--- src/hw/rtl/kwh_pkg.sv ---
// Package for the keyword highlighting lexer.
// Holds lexical mode codes, character constants and the identifier test.
// No dependencies.
package kwh_pkg;

  localparam logic [2:0] MODE_NORMAL = 3'd0;
  localparam logic [2:0] MODE_CHAR   = 3'd1;
  localparam logic [2:0] MODE_STRING = 3'd2;
  localparam logic [2:0] MODE_LINE   = 3'd3;
  localparam logic [2:0] MODE_BLOCK  = 3'd4;

  localparam logic [7:0] CH_QUOTE  = 8'h27;
  localparam logic [7:0] CH_DQUOTE = 8'h22;
  localparam logic [7:0] CH_BSLASH = 8'h5c;
  localparam logic [7:0] CH_SLASH  = 8'h2f;
  localparam logic [7:0] CH_STAR   = 8'h2a;
  localparam logic [7:0] CH_USCORE = 8'h5f;
  localparam logic [7:0] CH_NL     = 8'h0a;

  function automatic logic is_boundary(input logic [7:0] c);
    logic ident;
    ident = (c >= 8'h30 && c <= 8'h39) || (c >= 8'h41 && c <= 8'h5a) ||
            (c >= 8'h61 && c <= 8'h7a) || (c == CH_USCORE);
    return !ident;
  endfunction

endpackage

--- src/hw/rtl/kwh_match.sv ---
// Compares one keyword row against the lookahead window in parallel.
// Depends on kwh_pkg for the identifier test.
module kwh_match #(
  parameter int MAX_KEYWORD_LEN = 16,
  parameter int LEN_W           = 5
) (
  input  logic [MAX_KEYWORD_LEN*8-1:0]     row,
  input  logic [(MAX_KEYWORD_LEN+1)*8-1:0] win,
  output logic                             hit,
  output logic [LEN_W-1:0]                 len
);
  import kwh_pkg::*;

  logic             found0;
  logic             eq;
  logic [7:0]       after;

  always_comb begin
    len    = LEN_W'(MAX_KEYWORD_LEN);
    found0 = 1'b0;
    for (int j = 0; j < MAX_KEYWORD_LEN; j++) begin
      if (!found0 && row[j*8 +: 8] == 8'h00) begin
        len    = LEN_W'(j);
        found0 = 1'b1;
      end
    end
    eq    = 1'b1;
    after = 8'h00;
    for (int j = 0; j < MAX_KEYWORD_LEN; j++) begin
      if (LEN_W'(j) < len && row[j*8 +: 8] != win[j*8 +: 8]) begin
        eq = 1'b0;
      end
    end
    for (int j = 0; j <= MAX_KEYWORD_LEN; j++) begin
      if (LEN_W'(j) == len) begin
        after = win[j*8 +: 8];
      end
    end
    hit = (len != '0) && eq && is_boundary(after);
  end

endmodule

--- config.mk ---
export PLATFORM = sky130hd
export DESIGN_NAME = kwh_match
export DESIGN_NICKNAME = d
export VERILOG_FILES = /design/src/hw/rtl/kwh_pkg.sv /design/src/hw/rtl/kwh_match.sv
export SDC_FILE = /design/constraint.sdc
export NUM_CORES = 1
export LEC_CHECK = 0
export BUFFER_PORTS_ARGS = -buffer_cell sky130_fd_sc_hd__buf_2
export CORE_AREA = 5 5 103 105
export DETAILED_ROUTE_END_ITERATION = 7
export DIE_AREA = 0 0 108 110
export MAX_ROUTING_LAYER = met4
export PLACE_DENSITY_LB_ADDON = 0.08
export SLEW_MARGIN = 20
export SYNTH_ARGS = -nofsm -noshare
export SYNTH_HDL_FRONTEND = slang
export SYNTH_SLANG_ARGS = --single-unit
--- constraint.sdc ---
create_clock -name vclk -period 4.9
set_input_delay 0.735 -clock vclk [all_inputs]
set_output_delay 0.735 -clock vclk [all_outputs]
set_load 0.01 [all_outputs]
==> impl_results.md, run 1 <==
- Status: finished, final reports clean
- Worst VDD drop: a little over 0.04 mV
- Die Width: 108 microns
- Vias in the first global route: 5385
- I/O pin cnt: 270
- Final Critical Period: 4.759 ns
- Number of vias per cell: 5.778
- Seq pwr share: 0%
- Sequential share of the synthesized area: 0%
- Period utilization: between 90% and 100%
- Cells after Synth: between 500 and 600
- Area grow syn2layout: 47.73%
- CP Cell Sequence: buf_2 -> or4_1 -> or2_2 -> nand4_2 -> nor3_1 -> a221o_1 -> or3_1 -> a32oi_1 -> and2b_1 -> o22ai_1 -> a221oi_2 -> buf_2
- Max-slew headroom at the worst pin: 54.95%
- Crit-path max cell delay: 0.58 ns
- Post-CTS setup buffer count: 0
- Worst hold-check path type: primary input to primary output
- Pwr/cell area: about 64 nW/um^2
- Setup Total Neg Slack: 0 ns
- Register area: 0 sq um
- Share of post-route cells with drive strength above 1: between 40 and 50%
- Initial antenna violation count: 0
- Worst setup SP type: primary input
- Syn_area_per_cell: 6.873 sq um
- Crit path required time: ~4.2 ns
- Starting Density: between 30% and 40%
- DRT Wirelength: approximately 19000 microns
- Routability cong.: 0.9920
- DRT iter0 DRCs: roughly 340
- Placed cell count: 919
- Cell mode on critical path: buf_2
- Vias: 5310
- Hold Path End: hit
- Leading cell types in the layout, fill and taps excluded: buf_2, xnor2_1, xor2_1, nand2_1, nor4_1
- Largest net degree at the start of global routing: 18
- Core area: around 9500 sq um
- Crit-path slowest cell: or4_1
- Post-DP HPWL: 16710 microns
- Most common cell after layout, fill and taps aside: buf_2
- Post-DRT Antenna Nets: 0
- Final net count: 1052
- Hold path depth: 5
- Die area: 11880 sq um
- Crit end category: primary output
- Final Non-Filler Cells: between 900 and 1k
- DR WL/cell: just over 20 microns
- P_sw: 0.1638 mW
- Height of the die: between 100 and 150 microns
- Pins Over Slew Limit: 0
- Final hold violations: 0
- # diodes: 0
- RSZ-0062 raised after global routing: no
- First-pass DRT Iterations: 5
- YS warnings: 0
- Tightest Pin Transition: roughly 0.66 ns
- GRT Overall Usage: ~30%
- Post-Syn Area: ~3500 sq um
- Seq_cells: 0
- Setup Viol. Count Final: 0
- PortBufs: 270
- Combinational power share: between 90% and 100%
- Max-cap viol count: 0
- Post-Syn Nets: ~770
- Critical path's top delay family: simple AND/OR/NAND/NOR gates
- Hold path startpoint: win[124]
- Final hold slack: roughly 2.1 ns
- Worst Path Class, Setup: primary input to primary output
- Leakage: between 2 and 2.5 nW
- Crit path DAT: ~4 ns
- Drt drc: 0
- Pint: between 0.15 and 0.2 mW
- # rows: 36
- CP Max Fanout: 6
- Buf/Inv on CP: 2
- Grt total ovfl: 0
- Switch share: between 40% and 50%
- First-pass GRT wire length: ~27000 microns
- Clk pwr share: 0%
- Fmax: 210.1 MHz
- Post-synthesis cell type count: approximately 70
- Clock Buffer Count: 0
- Final core utilization: a little over half
-- per-stage QoR --
step / power, mW / worst slack, ns / cell area [sq um]
2_1_floorplan: 0.1335 / 0.4501 / 3471
3_3_place_gp: 0.3178 / 0.1465 / 5094
3_5_place_dp: 0.3243 / 0.08282 / 5094
4_1_cts: 0.3261 / 0.06192 / 5094
5_1_grt: 0.3572 / 0.0008100 / 5127
6_report: 0.3283 / 0.1413 / 5127
-- logic make-up (layout without fill, tap and decap cells) --
| group | count (synthesis) | count (layout) | synth area share, % |
|---|---|---|---|
| mux | 6 | 6 | 1.802 |
| simple gates | 210 | 210 | 33.60 |
| xor+xnor | 128 | 128 | 32.30 |
| compound gates | 144 | 144 | 29.56 |
| buf+inv | 17 | 298 | 2.739 |
-- final cells by class --
| cell class | instances | area (sq um) |
|---|---|---|
| Fill cell | 999 | 4422 |
| Inverter | 6 | 22.52 |
| Multi-Input combinational cell | 488 | 3406 |
| Tap cell | 133 | 166.4 |
| Timing Repair Buffer | 292 | 1533 |
-- power groups by stage --
stage | registers [mW] | clock network (mW) | logic, mW
after floorplan | 0 | 0 | 0.133
after global placement | 0 | 0 | 0.318
after detailed placement | 0 | 0 | 0.324
after CTS | 0 | 0 | 0.326
after global routing | 0 | 0 | 0.357
final | 0 | 0 | 0.328
-- worst max-delay path by stage --
stage | startpoint | to | slack [ns] | depth (start not counted)
final | row[36] | hit | 0.14 | 12
after global routing | row[32] | hit | 0.0008 | 12
after CTS | row[16] | hit | 0.06 | 14
after detailed placement | row[16] | hit | 0.08 | 14
after global placement | row[16] | hit | 0.15 | 14
after floorplan | row[16] | hit | 0.45 | 14
-- per-layer routing --
metal / up-vias / GRT usage [%] / wire length (microns)
li1: 2544 / - / -
met1: 2493 / 36.50 / 7412
met2: 246 / 55.77 / 9554
met3: 27 / 1.165 / 1252
met4: 0 / 4.599 / 344
met5: - / - / 0
-- Yosys cell counts (5+ instances only) --
library cell,instances,share of area [%]
xnor2_1,64,16
xor2_1,64,16
nand2_1,44,4.8
nor4_1,38,6.8
nor2_1,35,3.8
a21oi_1,26,3.7
o21ai_0,23,3.3
nand4_1,22,4.0
nand3_1,17,2.5
o22ai_1,11,2.0
or4_1,11,2.4
nor3_1,10,1.4
a31oi_1,9,1.6
o211ai_1,9,1.9
clkbuf_1,6,0.65
a21boi_0,5,1.1
a22oi_1,5,1.1
and2_1,5,0.90
inv_1,5,0.54
or2_2,5,0.90
-- repair_timing --
item | CTS | global route
resized for setup | 0 | 6
hold buffers | 0 | 0
setup endpoints to repair | 0 | 1
No activity file was read; power rests on OpenSTA's default activity.
==> inputs of run 2 (changes only) <==
--- a/config.mk
+++ b/config.mk
@@ -6,10 +6,10 @@
 export NUM_CORES = 1
 export LEC_CHECK = 0
 export BUFFER_PORTS_ARGS = -buffer_cell sky130_fd_sc_hd__buf_2
-export CORE_AREA = 5 5 103 105
+export CORE_ASPECT_RATIO = 0.7
+export CORE_MARGIN = 5
+export CORE_UTILIZATION = 42
 export DETAILED_ROUTE_END_ITERATION = 7
-export DIE_AREA = 0 0 108 110
-export MAX_ROUTING_LAYER = met4
 export PLACE_DENSITY_LB_ADDON = 0.08
 export SLEW_MARGIN = 20
 export SYNTH_ARGS = -nofsm -noshare
==> run 2 against run 1 <==
Compared with the run above: cell area up 1.3%; global-route usage up 4.1 points; critical path depth up 3; via count up 6.6%.
==> impl_results.md, run 2 (synthesized netlist as in run 1, its figures left out) <==
- Status: finished, final reports clean
- Clock Buffer Count: 0 (unchanged)
- Crit-path slowest cell: or4_1
- Die area: 10210 sq um (-14%)
- Pins Over Slew Limit: 0 (unchanged)
- Share of post-route cells with drive strength above 1: 42.42% (+1.8 points)
- GRT Overall Usage: 33.95% (+4.1 points)
- Max-cap viol count: 0 (unchanged)
- Hold path startpoint: win[124]
- Pwr/cell area: 65.72 nW/um^2 (+2.6%)
- Max-slew headroom at the worst pin: 21.50% (-33 points)
- Crit-path max cell delay: 0.57 ns (about the same)
- CP Cell Sequence: buf_2 -> or4_1 -> nor2_4 -> a21oi_1 -> nor4_4 -> buf_4 -> a211oi_4 -> buf_4 -> a311oi_1 -> a211oi_1 -> o21ai_2 -> nand2_1 -> o311a_1 -> a221oi_2 -> buf_2
- Crit end category: primary output
- Final core utilization: 65.13% (+11 points)
- Area grow syn2layout: 49.60%
- Die Width: 118.7 microns (+9.9%)
- # rows: 27 (-25%)
- Crit path required time: 4.16 ns (about the same)
- Height of the die: 86.06 microns (-22%)
- Core area: 7973 sq um (-17%)
- Largest net degree at the start of global routing: 18 (unchanged)
- First-pass DRT Iterations: 5 (unchanged)
- Initial antenna violation count: 0 (unchanged)
- Hold Path End: hit
- Starting Density: 43.53% (+7.2 points)
- Placement Setup Slack: -0.06336 ns (-0.1462 ns)
- Vias: 5661 (+6.6%)
- DR WL/cell: 21.47 microns (+6.3%)
- Tightest Pin Transition: 1.168 ns (+0.5098 ns)
- Final Critical Period: 4.866 ns (+0.1070 ns)
- Number of vias per cell: 6.339 (+9.7%)
- Placed cell count: 886 (-3.6%)
- Final hold slack: 2.059 ns (-0.004400 ns)
- Final worst slack: 0.03432 ns (-0.1070 ns)
- Crit path DAT: 4.13 ns (+0.11 ns)
- Final Non-Filler Cells: 893 (-2.8%)
- Worst hold-check path type: primary input to primary output
- Buf/Inv on CP: 4 (+2)
- I/O pin cnt: 270 (unchanged)
- Worst Path Class, Setup: primary input to primary output
- Seq_cells: 0 (unchanged)
- First-pass GRT wire length: 28380 microns (+3.6%)
- Final net count: 1058 (+0.57%)
- CP Max Fanout: 7 (+1)
- Grt total ovfl: 0 (unchanged)
- Period utilization: 99.30% (+2.2 points)
- Routability cong.: 1.027 (+3.6%)
- Final hold violations: 0 (unchanged)
- Post-DP HPWL: 16970 microns (+1.6%)
- Worst setup SP type: primary input
- Leading cell types in the layout, fill and taps excluded: buf_2, xnor2_1, xor2_1, nand2_1, nor4_1
- Setup Viol. Count Final: 0 (unchanged)
- Critical path's top delay family: compound AO/OA/AOI/OAI gates
- PortBufs: 270 (unchanged)
- Fmax: 205.5 MHz (-2.2%)
- Vias in the first global route: 5432 (+0.87%)
- # diodes: 0 (unchanged)
- Hold path depth: 5 (unchanged)
- DRT Wirelength: 19180 microns (+3.3%)
- Post-DRT Antenna Nets: 0 (unchanged)
- Register area: 0 sq um (unchanged)
- Drt drc: 0 (unchanged)
- DRT iter0 DRCs: 618 (+80%)
- Most common cell after layout, fill and taps aside: buf_2
- Worst VDD drop: 0.04807 mV (+17%)
- Leakage: 2.356 nW (+1.9%)
==> run 2: metal layers <==
| metal | vias up | part of all wire (%) | track usage, % |
|---|---|---|---|
| met5 | - | 0 | 0 |
| met2 | 455 | 45 | 55.52 |
| li1 | 2557 | - | - |
| met1 | 2623 | 39 | 47.01 |
| met3 | 26 | 14 | 8.174 |
| met4 | 0 | 1.3 | 3.155 |
==> run 2: per-stage QoR <==
stage          total power [mW]  setup TNS, ns  instance area, sq um
6_report                 0.3412              0                  5192
5_1_grt                  0.3666       -0.02468                  5192
3_5_place_dp             0.3264       -0.06336                  5034
2_1_floorplan            0.1335              0                  3471
4_1_cts                  0.3289              0                  5057
3_3_place_gp             0.3191              0                  5034
==> run 2: report_power, final <==
part | leakage [nW] | switching, mW | internal, mW
registers | 0 | 0 | 0
logic | 2.36 | 0.174 | 0.167
clock network | 0 | 0 | 0
==> run 2: how the worst max path moves through the flow <==
| stage | start | to | slack [ns] | cells after the start |
|---|---|---|---|---|
| 3_5_place_dp | row[92] | hit | -0.06 | 14 |
| 4_1_cts | row[92] | hit | 0.03 | 14 |
| 6_report | row[92] | hit | 0.03 | 15 |
| 5_1_grt | row[92] | hit | -0.02 | 15 |
| 2_1_floorplan | row[16] | hit | 0.45 | 14 |
| 3_3_place_gp | row[92] | hit | 0.05 | 14 |
==> run 2: area by class of cell <==
| class | count | area (sq um) |
|---|---|---|
| inverter | 6 | 22.52 |
| tap | 101 | 126.4 |
| multi-input combinational | 488 | 3466 |
| fill | 740 | 2780 |
| timing repair buffer | 298 | 1578 |
==> run 2: timing repair <==
action,in CTS,in global routing
endpoints found under the setup margin,1,1
pin swaps,0,7
cloned,0,0
resized for setup,1,20
hold buffers,0,0
buffers inserted,2,5
==> inputs of run 3 (changes only) <==
--- a/config.mk
+++ b/config.mk
@@ -8,7 +8,7 @@
 export BUFFER_PORTS_ARGS = -buffer_cell sky130_fd_sc_hd__buf_2
 export CORE_ASPECT_RATIO = 0.7
 export CORE_MARGIN = 5
-export CORE_UTILIZATION = 42
+export CORE_UTILIZATION = 38
 export DETAILED_ROUTE_END_ITERATION = 7
 export PLACE_DENSITY_LB_ADDON = 0.08
 export SLEW_MARGIN = 20
==> constraint.sdc (replaced) <==
create_clock -name vclk -period 4.1
set_input_delay 0.82 -clock vclk [all_inputs]
set_output_delay 0.82 -clock vclk [all_outputs]
set_load 0.01 [all_outputs]
==> run 3 against run 2 <==
Compared with the run above: final cell count is 28% higher; combinational power is 55% higher; cell area is 35% higher; the flow now finishes with violations (setup timing); critical endpoint unchanged.
==> impl_results.md, run 3 (synthesized netlist as in run 1, its figures left out) <==
- Worst setup SP type: primary input
- DRT Wirelength: 21440 microns (+12%)
- Period utilization: 117.6%
- Routability cong.: 0.9874 (-3.9%)
- Vias in the first global route: 6469 (+19%)
- Crit-path slowest cell: or4_4
- Max-cap viol count: 0 (unchanged)
- Area grow syn2layout: 102.5%
- I/O pin cnt: 270 (unchanged)
- Final hold violations: 0 (unchanged)
- Cell mode on critical path: buf_4
- Dpl cell area: 6754 sq um (+34%)
- Tightest Pin Transition: 0.5869 ns (-0.5816 ns)
- Starting Density: 38.57% (-5.0 points)
- Overall Power: 0.5293 mW (+55%)
- Post-DP HPWL: 18790 microns (+11%)
- Register area: 0 sq um (unchanged)
- Final worst slack: -0.7230 ns (-0.7573 ns)
- Final core utilization: 78.10% (+13 points)
- # rows: 29 (+7.4%)
- Setup Viol. Count Final: 1 (+1)
- Initial antenna violation count: 1 (+1)
- Failing checks: setup timing
- Die Width: 124.2 microns (+4.7%)
- Final instance area: 7028 sq um (+35%)
- First-pass DRT Iterations: 5 (unchanged)
- Crit path DAT: 4.00 ns (-0.13 ns)
- Final Critical Period: ~4.8 ns
- Leakage: 3.480 nW (+48%)
- Most common cell after layout, fill and taps aside: buf_2
- Worst VDD drop: 0.07166 mV (+49%)
- Number of vias per cell: 5.637 (-11%)
- PortBufs: 270 (unchanged)
- Pwr/cell area: 75.32 nW/um^2 (+15%)
- Largest net degree at the start of global routing: 15 (-3)
- CP Max Fanout: 5 (-2)
- Share of post-route cells with drive strength above 1: 56.27% (+14 points)
- Post-DRT Antenna Nets: 0 (unchanged)
- Core area: 8999 sq um (+13%)
- Die area: 11180 sq um (+9.4%)
- Vias: 6449 (+14%)
- Height of the die: 89.96 microns (+4.5%)
- DRT iter0 DRCs: 758 (+23%)
- # diodes: 0 (unchanged)
- Hold-fix buffer count after cts: 0 (unchanged)
- Fmax: about 210 MHz
- GRT Overall Usage: 34.85% (+0.90 points)
- Clock Buffer Count: 0 (unchanged)
- Crit-path max cell delay: 0.56 ns (about the same)
- Placement Setup Slack: -0.7614 ns (-0.6980 ns)
- Worst hold-check path type: primary input to primary output
- Drt drc: 0 (unchanged)
- Placed cell count: 1131 (+28%)
- DR WL/cell: 18.74 microns (-13%)
- First-pass GRT wire length: 32890 microns (+16%)
- CP Cell Sequence: buf_6 -> or4_4 -> or2_4 -> and4_4 -> a21o_1 -> a211oi_4 -> inv_2 -> buf_4 -> buf_4 -> nand3_2 -> a211oi_2 -> o21ai_2 -> nand2_1 -> o311a_1 -> a221oi_2 -> buf_2
- RSZ-0062 raised after global routing: yes
- Grt total ovfl: 0 (unchanged)
- Max-slew headroom at the worst pin: 60.55% (+39 points)
- Final net count: 1286 (+22%)
- Status: complete, but fails checks
- Crit path required time: 3.28 ns (-0.88 ns)
- Leading cell types in the layout, fill and taps excluded: buf_2, buf_4, xnor2_1, xor2_1, nand2_1
- Seq_cells: 0 (unchanged)
- Final Non-Filler Cells: 1144 (+28%)
- Worst Path Class, Setup: primary input to primary output
- Pins Over Slew Limit: 0 (unchanged)
- Crit end category: primary output
[run 3: power breakdown]
part | internal [mW] | switching [mW]
registers | 0 | 0
logic | 0.294 | 0.235
clock network | 0 | 0
[run 3: repair_timing]
action,CTS,global route
setup endpoints to repair,1,1
resized for setup,12,26
setup buffers,4,9
endpoints found under the hold margin,0,0
pin swaps,6,17
[run 3: layout make-up]
| class | count | area [sq um] |
|---|---|---|
| fillers | 716 | 1971 |
| inverters | 6 | 22.52 |
| multi-input cells | 488 | 3523 |
| well taps | 124 | 155.1 |
| repair buffers | 526 | 3327 |
[run 3: final timing paths]
kind / from / end / slack, ns / cells past startpoint
setup / recovery: row[22] / hit / -0.72 / 16
hold / removal: win[124] / hit / 2.21 / 5
[run 3: metal layers]
layer	vias to the layer above	global-route usage [%]	share of wire, %
met5	-	0	0.033
met4	2	4.380	1.5
met3	40	5.332	11
met1	2976	48.16	42
li1	3009	-	-
met2	422	58.86	45
[run 3: stage by stage]
step | hold WS [ns] | setup TNS, ns
floorplan | 1.934 | -0.5199
global placement | 2.221 | -0.7365
CTS | 2.234 | -0.6747
global route | 2.241 | -0.8064
detailed placement | 2.234 | -0.7614
finish | 2.209 | -0.7230
[run 3: critical path, delay by kind of cell]
kind / cells / cell delay (ns)
simple gates: 5 / 1.18
buf+inv: 5 / 0.64
compound gates: 6 / 1.34
